`src/rtl/core/svm_pkg.sv`:
```
// ----------------------------------------------------------------------------
// svm_pkg
// Shared types, constants and helpers of the 16-bit register machine core.
// ----------------------------------------------------------------------------
package svm_pkg;

    localparam int MEM_BYTES = 65536;
    localparam int MEM_AW    = $clog2(MEM_BYTES);
    localparam int QDEPTH    = 2;
    localparam int QAW       = $clog2(QDEPTH);

    localparam logic [1:0] OPC_WRITE = 2'd0;
    localparam logic [1:0] OPC_RESET = 2'd1;
    localparam logic [1:0] OPC_EXEC  = 2'd2;

    localparam logic [1:0] CFG_START = 2'd0;
    localparam logic [1:0] CFG_BASE  = 2'd1;
    localparam logic [1:0] CFG_END   = 2'd2;

    localparam logic [3:0] OP_BR   = 4'd0;
    localparam logic [3:0] OP_AND  = 4'd1;
    localparam logic [3:0] OP_NOT  = 4'd2;
    localparam logic [3:0] OP_ADD  = 4'd3;
    localparam logic [3:0] OP_LD   = 4'd4;
    localparam logic [3:0] OP_ST   = 4'd5;
    localparam logic [3:0] OP_PRN  = 4'd6;
    localparam logic [3:0] OP_SCAN = 4'd7;
    localparam logic [3:0] OP_PUSH = 4'd8;
    localparam logic [3:0] OP_POP  = 4'd9;
    localparam logic [3:0] OP_CALL = 4'd10;
    localparam logic [3:0] OP_RET  = 4'd11;

    localparam logic [2:0] FLAG_P = 3'b001;
    localparam logic [2:0] FLAG_Z = 3'b010;
    localparam logic [2:0] FLAG_N = 3'b100;
    localparam logic [2:0] SP_REG = 3'd6;
    localparam logic [2:0] BP_REG = 3'd7;

    typedef enum logic [1:0] {K_WR, K_RST, K_EXE, K_NOP} t_kind;

    typedef enum logic [2:0] {
        ST_IDLE, ST_MRD, ST_EXA, ST_EXB, ST_MWR, ST_EMIT
    } t_state;

    typedef struct packed {
        logic [15:0] start_pointer;
        logic [15:0] data_base;
        logic [16:0] memory_end;
    } t_cfg;

    typedef struct packed {
        t_kind       kind;
        logic [15:0] mem_addr;
        logic [7:0]  mem_byte;
        logic [15:0] scan_value;
    } t_item;

    typedef struct packed {
        logic [15:0] next_pointer;
        logic        halted;
        logic        print_valid;
        logic [15:0] print_value;
        logic [2:0]  condition_flags;
    } t_res;

    function automatic logic [2:0] flags_of(input logic [15:0] v);
        logic [2:0] f;
        if (v == 16'd0) f = FLAG_Z;
        else if (v[15]) f = FLAG_N;
        else f = FLAG_P;
        return f;
    endfunction

    function automatic logic [15:0] sext5(input logic [4:0] x);
        return {{11{x[4]}}, x};
    endfunction

    function automatic logic [15:0] sext9(input logic [8:0] x);
        return {{7{x[8]}}, x};
    endfunction

    function automatic logic [15:0] sext11(input logic [10:0] x);
        return {{5{x[10]}}, x};
    endfunction

endpackage

```
`src/rtl/core/svm_ifs.sv`:
```
// ----------------------------------------------------------------------------
// svm_ifs
// Handshake channels of the core: command words, result words, config writes.
// ----------------------------------------------------------------------------
interface svm_item_if;
    logic               valid;
    logic               ready;
    logic [1:0]         opcode;
    logic [15:0]        mem_addr;
    logic [7:0]         mem_byte;
    logic signed [15:0] scan_value;
    modport source (output valid, opcode, mem_addr, mem_byte, scan_value, input ready);
    modport sink   (input valid, opcode, mem_addr, mem_byte, scan_value, output ready);
endinterface


```
`src/rtl/core/svm_front.sv`:
```
// ----------------------------------------------------------------------------
// svm_front
// Accepts command words, classifies them and queues them for the back end.
// ----------------------------------------------------------------------------
module svm_front (
    input  logic          i_clk,
    input  logic          i_rst_n,
    svm_item_if.sink      i_item,
    input  logic          i_pop,
    output logic          o_valid,
    output svm_pkg::t_item o_item
);
    import svm_pkg::*;

    t_item          r_q [QDEPTH];
    logic [QAW-1:0] r_wp, r_rp;
    logic [QAW:0]   r_cnt;
    logic           push, pop;
    t_item          cls;

    assign i_item.ready = (r_cnt != QAW'(0) + (QAW+1)'(QDEPTH));
    assign push    = i_item.valid && i_item.ready;
    assign o_valid = (r_cnt != '0);
    assign pop     = i_pop && o_valid;
    assign o_item  = r_q[r_rp];

    always_comb begin
        case (i_item.opcode)
            OPC_WRITE: cls.kind = K_WR;
            OPC_RESET: cls.kind = K_RST;
            OPC_EXEC:  cls.kind = K_EXE;
            default:   cls.kind = K_NOP;
        endcase
        cls.mem_addr   = i_item.mem_addr;
        cls.mem_byte   = i_item.mem_byte;
        cls.scan_value = i_item.scan_value;
    end

    always_ff @(posedge i_clk) begin
        if (!i_rst_n) begin
            r_wp  <= '0;
            r_rp  <= '0;
            r_cnt <= '0;
        end else begin
            if (push) begin
                r_q[r_wp] <= cls;
                r_wp      <= r_wp + 1'b1;
            end
            if (pop) begin
                r_rp <= r_rp + 1'b1;
            end
            r_cnt <= r_cnt + (QAW+1)'(push) - (QAW+1)'(pop);
        end
    end
endmodule

```
`src/flat_wrapper.sv`:
```
// flat-port wrapper written by rule: the top's interface ports become plain ports
module svm_front_flat import svm_pkg::*;
  (i_clk, i_rst_n, i_pop, o_valid, o_item, i_item_valid, i_item_opcode, i_item_mem_addr, i_item_mem_byte, i_item_scan_value, i_item_ready);
  svm_item_if i_item_i ();
  input  logic i_clk;
  input  logic i_rst_n;
  input  logic i_pop;
  output logic o_valid;
  output svm_pkg::t_item o_item;
  input wire logic [$bits(i_item_i.valid)-1:0] i_item_valid;
  input wire logic [$bits(i_item_i.opcode)-1:0] i_item_opcode;
  input wire logic [$bits(i_item_i.mem_addr)-1:0] i_item_mem_addr;
  input wire logic [$bits(i_item_i.mem_byte)-1:0] i_item_mem_byte;
  input wire logic [$bits(i_item_i.scan_value)-1:0] i_item_scan_value;
  output wire logic [$bits(i_item_i.ready)-1:0] i_item_ready;
  assign i_item_i.valid = i_item_valid;
  assign i_item_i.opcode = i_item_opcode;
  assign i_item_i.mem_addr = i_item_mem_addr;
  assign i_item_i.mem_byte = i_item_mem_byte;
  assign i_item_i.scan_value = i_item_scan_value;
  assign i_item_ready = i_item_i.ready;
  svm_front u_core (.i_clk(i_clk), .i_rst_n(i_rst_n), .i_item(i_item_i), .i_pop(i_pop), .o_valid(o_valid), .o_item(o_item));
endmodule
```
`config.mk`:
```
export PLATFORM = sky130hd
export DESIGN_NAME = svm_front_flat
export DESIGN_NICKNAME = d
export VERILOG_FILES = /design/src/rtl/core/svm_pkg.sv /design/src/rtl/core/svm_ifs.sv /design/src/rtl/core/svm_front.sv /design/src/flat_wrapper.sv
export SDC_FILE = /design/constraint.sdc
export NUM_CORES = 1
export LEC_CHECK = 0
export ABC_AREA = 0
export BUFFER_PORTS_ARGS = -buffer_cell sky130_fd_sc_hd__buf_2
export CORE_MARGIN = 2
export CORE_UTILIZATION = 45
export CTS_CLUSTER_SIZE = 10
export DETAILED_ROUTE_END_ITERATION = 6
export PLACE_DENSITY = 0.74
export SLEW_MARGIN = 30
export SYNTH_ARGS = -nofsm -noshare
export SYNTH_HDL_FRONTEND = slang
export SYNTH_SLANG_ARGS = --single-unit
export TNS_END_PERCENT = 30
```
`constraint.sdc`:
```
create_clock -name i_clk -period 6.93 [get_ports i_clk]
set_input_delay 1.386 -clock i_clk [delete_from_list [all_inputs] [get_ports i_clk]]
set_output_delay 1.386 -clock i_clk [all_outputs]
set_load 0.1 [all_outputs]
```
[After elaboration in Yosys (flattened, before gate mapping)]
Memory sizes are Yosys's and may differ from the RTL's. A register that Yosys moved wholly into a read port is not among the register bits.
Index checks and enable logic that the tools add are counted.
Storage, ports and cells
  register bits: 4
  bits in writable memories: 84
  input bits: 46
  word-level logic and storage cells: 21
  memories: 1
Memory list
  u_core.r_q: depth 2, width 42, read ports 1, clocked after memory_dff 1, write ports 1, RTL line svm_front.sv:15  | t_item r_q [QDEPTH];
Cells by class
  add/sub/neg operators: 4
  eq/ne operators: 3
  mux-type cells: 6
  reductions and logical operators: 4
Operators by type and width (number)
  $pmux W2 S3: 1
  $mux W1: 5
  $add A1 B1 Y1 const B: 2
  $add A2 B1 Y2: 1
  $eq A2 B1 Y1 const B: 1
  $eq A2 B2 Y1 const B: 1
  $logic_and A1 B1 Y1: 2
  $logic_not A2 Y1: 1
  $ne A2 B2 Y1 const B: 1
  $reduce_bool A2 Y1: 1
  $sub A2 B1 Y2: 1

[Longest topological paths before layout]
Gate-level depths: netlist of run 1.
  depth in word-level cells: 5
  depth in mapped cells: 7
  depth with buffers taken out: 7

[Worst setup path after synthesis of run 1]
Ideal clock, no wire load.
  path kind: input port to flip-flop
  start point: input i_rst_n
  end point: memory u_core.r_q[0][0] in the netlist's numbering, enable pin
  library setup time: 0.442 ns
  arrival: 3.286 ns
  setup slack: 3.202 ns
  stages: 2
  buffers on the path: 0
  path through: nand3_1 nor2_1
On the way
  cells in the longest elaborated chain, start to end: 2
RTL lines
  from (decl): RTL line flat_wrapper.sv:6  | input logic i_rst_n;
  $mux W1: RTL line svm_front.sv:40  | if (!i_rst_n) begin
  $mux W1 (not written as such): RTL line svm_front.sv:46  | r_q[r_wp] <= cls;
  to (decl): RTL line svm_front.sv:15
Every way passes these cells.

==> key figures, run 1 <==
Synthesis
  – Yosys cell types: 21
  – Synth Register Bits: a little under 90
  – Register area share after synthesis: 0.753
  – Syn Std Cell Area: approximately 0.0035 sq mm
  – Synthesized Nets: 206
  – Synthesized area per cell: between 20 and 25 sq um
  – Gate Count Post-Synth: between 150 and 200
  – Yosys warns: 0

Critical path
  – Req. time, crit path: between 5 and 6 ns
  – Reg-to-reg endpoint: u_core.r_q[1][15]$_DFFE_PP_
  – Worst setup path category: reg -> out
  – Slowest CP cell: dfxtp_2
  – Reg2Reg Depth: 3
  – Worst Setup Start Kind: flop
  – Worst setup EP type: primary output
  – Crit path arrival time: 2.20 ns
  – Max FO, Critical Path: 29
  – CP Cell Sequence: buf_4, mux2_2, buf_2
  – R2R Path Start: u_core.r_cnt[0]$_SDFF_PN0_
  – CP max stage delay: 0.61 ns
  – Reg2reg setup slack: between 5 and 6 ns

Route
  – Antenna Nets Post-Route: 0
  – Post-Route WL: 5440 um
  – DR vias: 1675
  – DR vias/cell: 4.65
  – Router iterations before antenna repair: 4
  – First DRT Iteration DRCs: 79
  – Post-DR wirelength/cell: 15.1 um
  – Residual DRC count: 0

Placed design
  – Final HPWL DP: ~3700 um
  – Routability congestion estimate: roughly 0.7
  – Dpl ws: approximately 3.7 ns
  – Port Buffers: 89

Pwr
  – Clock power frac: 0.194
  – Reg power frac: 0.355
  – Internal Power: 1.05 mW
  – Pwr Density: about 450 mW/mm^2
  – Logic pwr share: 0.451
  – NetSw: between 0.8 and 0.9 mW
  – Pwr Total: 1.91 mW
  – Maximum VDD drop: around 0.28 mV
  – Pleak: between 1.5 and 2 nW
  – Sw frac: 0.451

Global routing
  – Initial antenna violation count: 0
  – Global-route wire length before repair: 8400 um
  – GRT Total Usage: 0.136
  – Vias in the first global route: ~1800
  – Largest net degree at the start of global routing: 43
  – GRT Residual Overflow: 0

STA
  – Slew HR: 0.601
  – Fin crit share: 0.517
  – Hold Vio Cnt, Final: 0
  – Unrepaired setup endpoints after global routing: false
  – Measured slew at the worst slew-check pin: about 0.6 ns
  – Final setup fails: 0
  – Layout Skew: 0.00649 ns
  – Fin Setup TNS: 0 ns
  – F_max: ~0.28 GHz
  – Final slew viol count: 0
  – Post-layout minimum cycle time: 3.58 ns
  – Setup WS post-layout: between 3 and 4 ns

Clock network
  – Clock-pin transition on the worst setup and hold timing paths: roughly 0.08 ns
  – CTS Buf Count: 9
  – Post-CTS Resized: 0
  – Clock buffer depth: 2
  – CTS sink cnt: 89
  – TritonCTS clock tree: built
  – Worst-skew pair later-pin latency: about 0.34 ns
  – Setup Buffers After CTS: 0
  – Root Driver: clkbuf_8
  – H-tree depth: 3
  – Hold-fix buffers, CTS: 0

Die
  – Starting Density: 0.458
  – # IOs: 90
  – FP Rows: 32
  – Die H: just over 90 um
  – Die Area: 0.00846 sq mm
  – Core footprint: roughly 0.0076 sq mm
  – Die Wd: 92.0 um

Worst hold path
  – Hold path depth: 2
  – Worst hold path type: reg -> reg
  – HP Start: u_core.r_wp$_SDFFE_PN0P_
  – Hold EP: u_core.r_wp$_SDFFE_PN0P_

Cells and area
  – Area Growth Syn to Fin: 20.5%
  – Final core utilization: 0.552
  – Most frequent cells in the layout: buf_2, edfxtp_1, mux2_4
  – Layout cells sized above 1: 0.589
  – Commonest non-fill, non-tap cell in the layout: buf_2
  – Antenna diode count: 0
  – Fin nets: 301

Outcome
  – Outcome: finished, final reports clean

Run
  – Max-capacitance violation count: 0
[area by class of cell]
| cell class | instances | area, sq um |
|---|---|---|
| Fill cell | 622 | 3410 |
| Sequential cell | 89 | 2620 |
| Clock inverter | 5 | 80.1 |
| Clock buffer | 11 | 131 |
| Timing Repair Buffer | 91 | 460 |
| Tap cell | 102 | 128 |
| Multi-Input combinational cell | 60 | 766 |
| Inverter | 2 | 7.51 |
[worst max-delay path by stage]
stage / startpoint / to / slack [ns]
2_1_floorplan: i_rst_n / u_core.r_q[0][0]$_DFFE_PP_ / 3.20
3_3_place_gp: flop / o_item[28] / 3.69
3_5_place_dp: flop / o_item[28] / 3.67
4_1_cts: flop / o_item[28] / 3.29
5_1_grt: flop / o_item[28] / 3.23
6_report: flop / o_item[29] / 3.35
[worst max-delay path, delay by kind of cell, from the launching register on]
family                 cells  cell delay [ns]
buffers and inverters      2             0.84
DFF                        1             0.61
muxes                      1             0.39
[kinds of logic (layout without fill, tap and decap cells)]
group	Yosys count	count (layout)	share of synthesized area
compound gates	2	2	0.00395
simple gates	11	11	0.0187
xor+xnor	3	3	0.00755
mux	42	42	0.179
buf+inv	9	109	0.0305
flops	89	89	0.753
fa+ha+maj	2	2	0.00719
[power by group through the flow]
stage          combinational (mW)  sequential [mW]  clock (mW)
3_3_place_gp                0.863            0.687           0
6_report                    0.861            0.677       0.370
5_1_grt                     0.887            0.683       0.398
2_1_floorplan               0.818            0.670           0
3_5_place_dp                0.868            0.690           0
4_1_cts                     0.868            0.678       0.381
[routing by layer]
layer | track usage | up-vias | routed length [um]
li1 | - | 793 | -
met4 | 0.0821 | 0 | 104
met3 | 0.0394 | 7 | 308
met2 | 0.239 | 50 | 3010
met1 | 0.143 | 825 | 2020
met5 | 0 | - | 0
[per-stage QoR]
stage               instance area [sq um]  hold slack, ns  std cells
floorplan                            3480           0.467        158
global placement                     3980           0.511        344
detailed placement                   3990           0.527        344
CTS                                  4200           0.539        360
global route                         4200           0.576        360
finish                               4200           0.538        360
[cells in the mapped netlist, drive strengths merged]
| cell | count | area share |
|---|---|---|
| nand3 | 1 | 0.0014 |
| xnor2 | 3 | 0.0075 |
| nand2 | 1 | 0.0011 |
| nand2b | 1 | 0.0018 |
| o21a | 1 | 0.0022 |
| or2 | 1 | 0.0018 |
| clkbuf | 2 | 0.0022 |
| mux2 | 42 | 0.18 |
| nor2 | 1 | 0.0011 |
| ha | 2 | 0.0072 |
| nor2b | 2 | 0.0036 |
| buf | 5 | 0.026 |
| edfxtp | 84 | 0.72 |
| dfxtp | 5 | 0.029 |
| o22ai | 1 | 0.0018 |
| and3 | 1 | 0.0018 |
| and2 | 3 | 0.0061 |
| inv | 2 | 0.0022 |
[sequential cells by signal, summed over array words and instances (netlist names), named ones only]
| name | flops |
|---|---|
| u_core.r_rp | 1 |
| u_core.r_q | 84 |
| u_core.r_wp | 1 |
| u_core.r_cnt | 2 |
Note: power is estimated with default switching activity, not from simulation.
==> inputs of run 2 (changes only) <==
--- a/config.mk
+++ b/config.mk
@@ -5,7 +5,7 @@
 export SDC_FILE = /design/constraint.sdc
 export NUM_CORES = 1
 export LEC_CHECK = 0
-export ABC_AREA = 0
+export ABC_AREA = 1
 export BUFFER_PORTS_ARGS = -buffer_cell sky130_fd_sc_hd__buf_2
 export CORE_MARGIN = 2
 export CORE_UTILIZATION = 45
==> constraint.sdc (replaced) <==
create_clock -name i_clk -period 3.5 [get_ports i_clk]
set_input_delay 0.7 -clock i_clk [delete_from_list [all_inputs] [get_ports i_clk]]
set_output_delay 0.7 -clock i_clk [all_outputs]
set_load 0.1 [all_outputs]
==> run 2 against run 1 <==
Net effect:
- combinational power up 81%
- worst hold slack lost 0.034 ns
- clock skew up 0.0047 ns
- first-iteration DRC count unchanged
- area after synthesis up 0.40%
- utilization is 0.39 points higher
- global-route usage shrank 0.81 points
- cell count is 4.2% higher
- largest cell class unchanged
- largest power group unchanged
==> key figures, run 2 <==
Critical path
  – CP Cell Sequence: buf_12, mux2_2, buf_2
  – CP max stage delay: ~0.72 ns
  – Worst Setup Start Kind: flop
  – Reg2reg setup slack: roughly 1.8 ns
  – Req. time, crit path: around 2.8 ns
  – Worst setup path category: reg -> out
  – Worst setup EP type: primary output
  – R2R Path Start: u_core.r_cnt[0]$_SDFF_PN0_
  – Reg-to-reg endpoint: u_core.r_q[0][22]$_DFFE_PP_
  – Crit path arrival time: 2.02 ns
  – Reg2Reg Depth: 4
  – Worst path bufs/invs: 2
  – Slowest CP cell: dfxtp_2
  – Max FO, Critical Path: 26
  – CP top delay family: flip-flops

Global routing
  – GRT Total Usage: 0.128
  – Initial antenna violation count: 1
  – Global-route wire length before repair: 7920 um
  – Largest net degree at the start of global routing: 43
  – GRT Residual Overflow: 0
  – Vias in the first global route: approximately 1700

Pwr
  – Pleak: ~1.7 nW
  – Pwr Density: 859 mW/mm^2
  – Pwr Total: between 3 and 4 mW
  – Maximum VDD drop: between 0.9 and 1 mV

Cells and area
  – Largest registers: u_core.r_q: 84 flops, u_core.r_cnt: 2 flops
  – Fin nets: 315
  – Most frequent cells in the layout: buf_2, edfxtp_1, mux2_4
  – Final core utilization: 0.556
  – Largest register FFs: 84
  – Final instance area: 0.00423 sq mm
  – Most flop-heavy register: u_core.r_q
  – Fill count: 640
  – Commonest non-fill, non-tap cell in the layout: buf_2
  – Area Growth Syn to Fin: 20.9%
  – Layout cells sized above 1: 0.544

Worst hold path
  – Hold path depth: 2
  – Worst hold path type: reg -> reg
  – HP Start: u_core.r_rp$_SDFFE_PN0P_
  – Hold EP: u_core.r_rp$_SDFFE_PN0P_

Clock network
  – Worst-skew pair later-pin latency: around 0.35 ns
  – Root Driver: clkbuf_8
  – Setup Buffers After CTS: 0
  – CTS Buf Count: 9
  – H-tree depth: 3
  – TritonCTS clock tree: built
  – Clock-pin transition on the worst setup and hold timing paths: approximately 0.070 ns
  – CTS sink cnt: 89
  – Post-CTS Resized: 0
  – Hold-fix buffers, CTS: 0
  – Clock buffer depth: 2

Synthesis
  – Synth top area share: 0.722
  – Synthesized Nets: 220
  – XOR/XNOR share of the synthesized area: 0
  – Post-Synth Adder-Cell Area: 0.00716
  – Commonest cells post-synth: edfxtp_1, mux2_4, inv_1
  – Number of synthesized flops with an enable pin: 84
  – Syn Std Cell Area: ~0.0035 sq mm
  – Synthesized area per cell: 20.3 sq um
  – Synth Register Bits: slightly below 90
  – Primary FF master, synth: edfxtp_1
  – Yosys warns: 0
  – Synth area leader: edfxtp_1
  – Largest family of logic cells by synthesized area: multiplexers
  – Top cells by area, synth: edfxtp_1, mux2_4, dfxtp_1, buf_12, inv_1
  – Register area share after synthesis: 0.750
  – Top-count cell post-synth: edfxtp_1
  – Gate Count Post-Synth: around 170
  – Async set-reset flop share out of synthesis: 0
  – Post-synthesis mux area share: 0.178
  – Yosys cell types: 14
  – Compound-cell area share of the yosys netlist: 0.00286
  – Simple-gate share of the synthesized area: 0.0225

Route
  – Post-Route WL: 5230 um
  – DR vias: 1696
  – Residual DRC count: 0
  – DR vias/cell: between 4 and 5
  – Router iterations before antenna repair: 4
  – First DRT Iteration DRCs: 79
  – Antenna Nets Post-Route: 0
  – Post-DR wirelength/cell: around 14 um

Die
  – # IOs: 90
  – FP Rows: 32
  – Die Wd: 92.1 um
  – Core footprint: about 0.0076 sq mm
  – Die Area: approximately 0.0085 sq mm
  – Starting Density: 0.460
  – Die H: between 90 and 100 um

STA
  – Fin crit share: 0.778
  – Slew HR: 0.501
  – Unrepaired setup endpoints after global routing: false
  – Final setup fails: 0
  – Fin Setup TNS: 0 ns
  – Layout Skew: between 0.01 and 0.015 ns
  – F_max: about 0.37 GHz
  – Hold Vio Cnt, Final: 0
  – Final slew viol count: 0
  – Post-layout minimum cycle time: 2.72 ns
  – Measured slew at the worst slew-check pin: between 0.7 and 0.8 ns

Placed design
  – Routability congestion estimate: 0.651
  – DP Area: ~0.0040 sq mm
  – Final HPWL DP: between 3000 and 4000 um
  – Port Buffers: approximately 90

Run
  – Max-capacitance violation count: 0

Outcome
  – Outcome: finished, final reports clean
-- run 2: changes by cell type after synthesis, moves of 2 or more --
cell	before	now
nor2b_1	2	0
nor2_1	1	8
xnor2_1	3	0
nand3_1	1	3
inv_1	2	10
nand2_1	1	9
and2_1	2	0
-- run 2: how the worst max path moves through the flow --
stage | from | endpoint | slack (ns) | cells after the start
floorplan | u_core.r_cnt[0]$_SDFF_PN0_ | u_core.r_q[1][0]$_DFFE_PP_ | 0.05 | 4
global placement | flop | o_item[29] | 1.13 | 3
detailed placement | flop | o_item[29] | 1.10 | 3
CTS | flop | o_item[29] | 0.71 | 3
global route | flop | o_item[29] | 0.68 | 3
finish | flop | o_item[29] | 0.78 | 3
-- run 2: layout make-up --
| cell class | count | area, sq um | area share |
|---|---|---|---|
| Timing Repair Buffer | 91 | 485 | 0.115 |
| Tap cell | 102 | 128 | 0.0302 |
| Inverter | 10 | 38.8 | 0.00918 |
| Multi-Input combinational cell | 66 | 744 | 0.176 |
| Sequential cell | 89 | 2620 | 0.621 |
| Clock inverter | 3 | 65.1 | 0.0154 |
| Clock buffer | 13 | 139 | 0.0329 |
| Antenna cell | 1 | 2.50 | 0.000592 |
-- run 2: per-stage QoR --
step           hold slack, ns  instances  worst slack (ns)
3_5_place_dp            0.493        358              1.10
5_1_grt                 0.520        374             0.676
4_1_cts                 0.510        374             0.714
3_3_place_gp            0.492        358              1.13
6_report                0.503        375             0.776
2_1_floorplan           0.467        172            0.0497
-- run 2: metal layers --
layer  global-route usage  share of wire  vias up
li1                     -              -      830
met5                    0              0        -
met3               0.0403          0.068        8
met1                0.143           0.41      802
met2                0.211           0.50       56
met4               0.0784          0.020        0
-- run 2: cell families (layout without fill, tap and decap cells) --
kind of cell	after synthesis	after routing
adder cells (fa/ha/maj)	2	2
other	0	1
multiplexers	42	42
buffers and inverters	17	117
flip-flops	89	89
AND/OR/NAND/NOR	20	20
AO/OA/AOI/OAI	2	2
-- run 2: report_power, final --
part / total [mW] / switching [mW] / leakage [nW] / internal, mW
combinational: 1.56 / 1.21 / 0.769 / 0.349
clock: 0.723 / 0.321 / 0.102 / 0.403
sequential: 1.35 / 0.0591 / 0.811 / 1.29
total: 3.63 / 1.59 / 1.68 / 2.04
-- run 2: worst min-delay path, cell delays in order (launching register included) --
cell	delay, ns
dfxtp_1	0.33
nor2_1	0.06
nor2_1	0.09
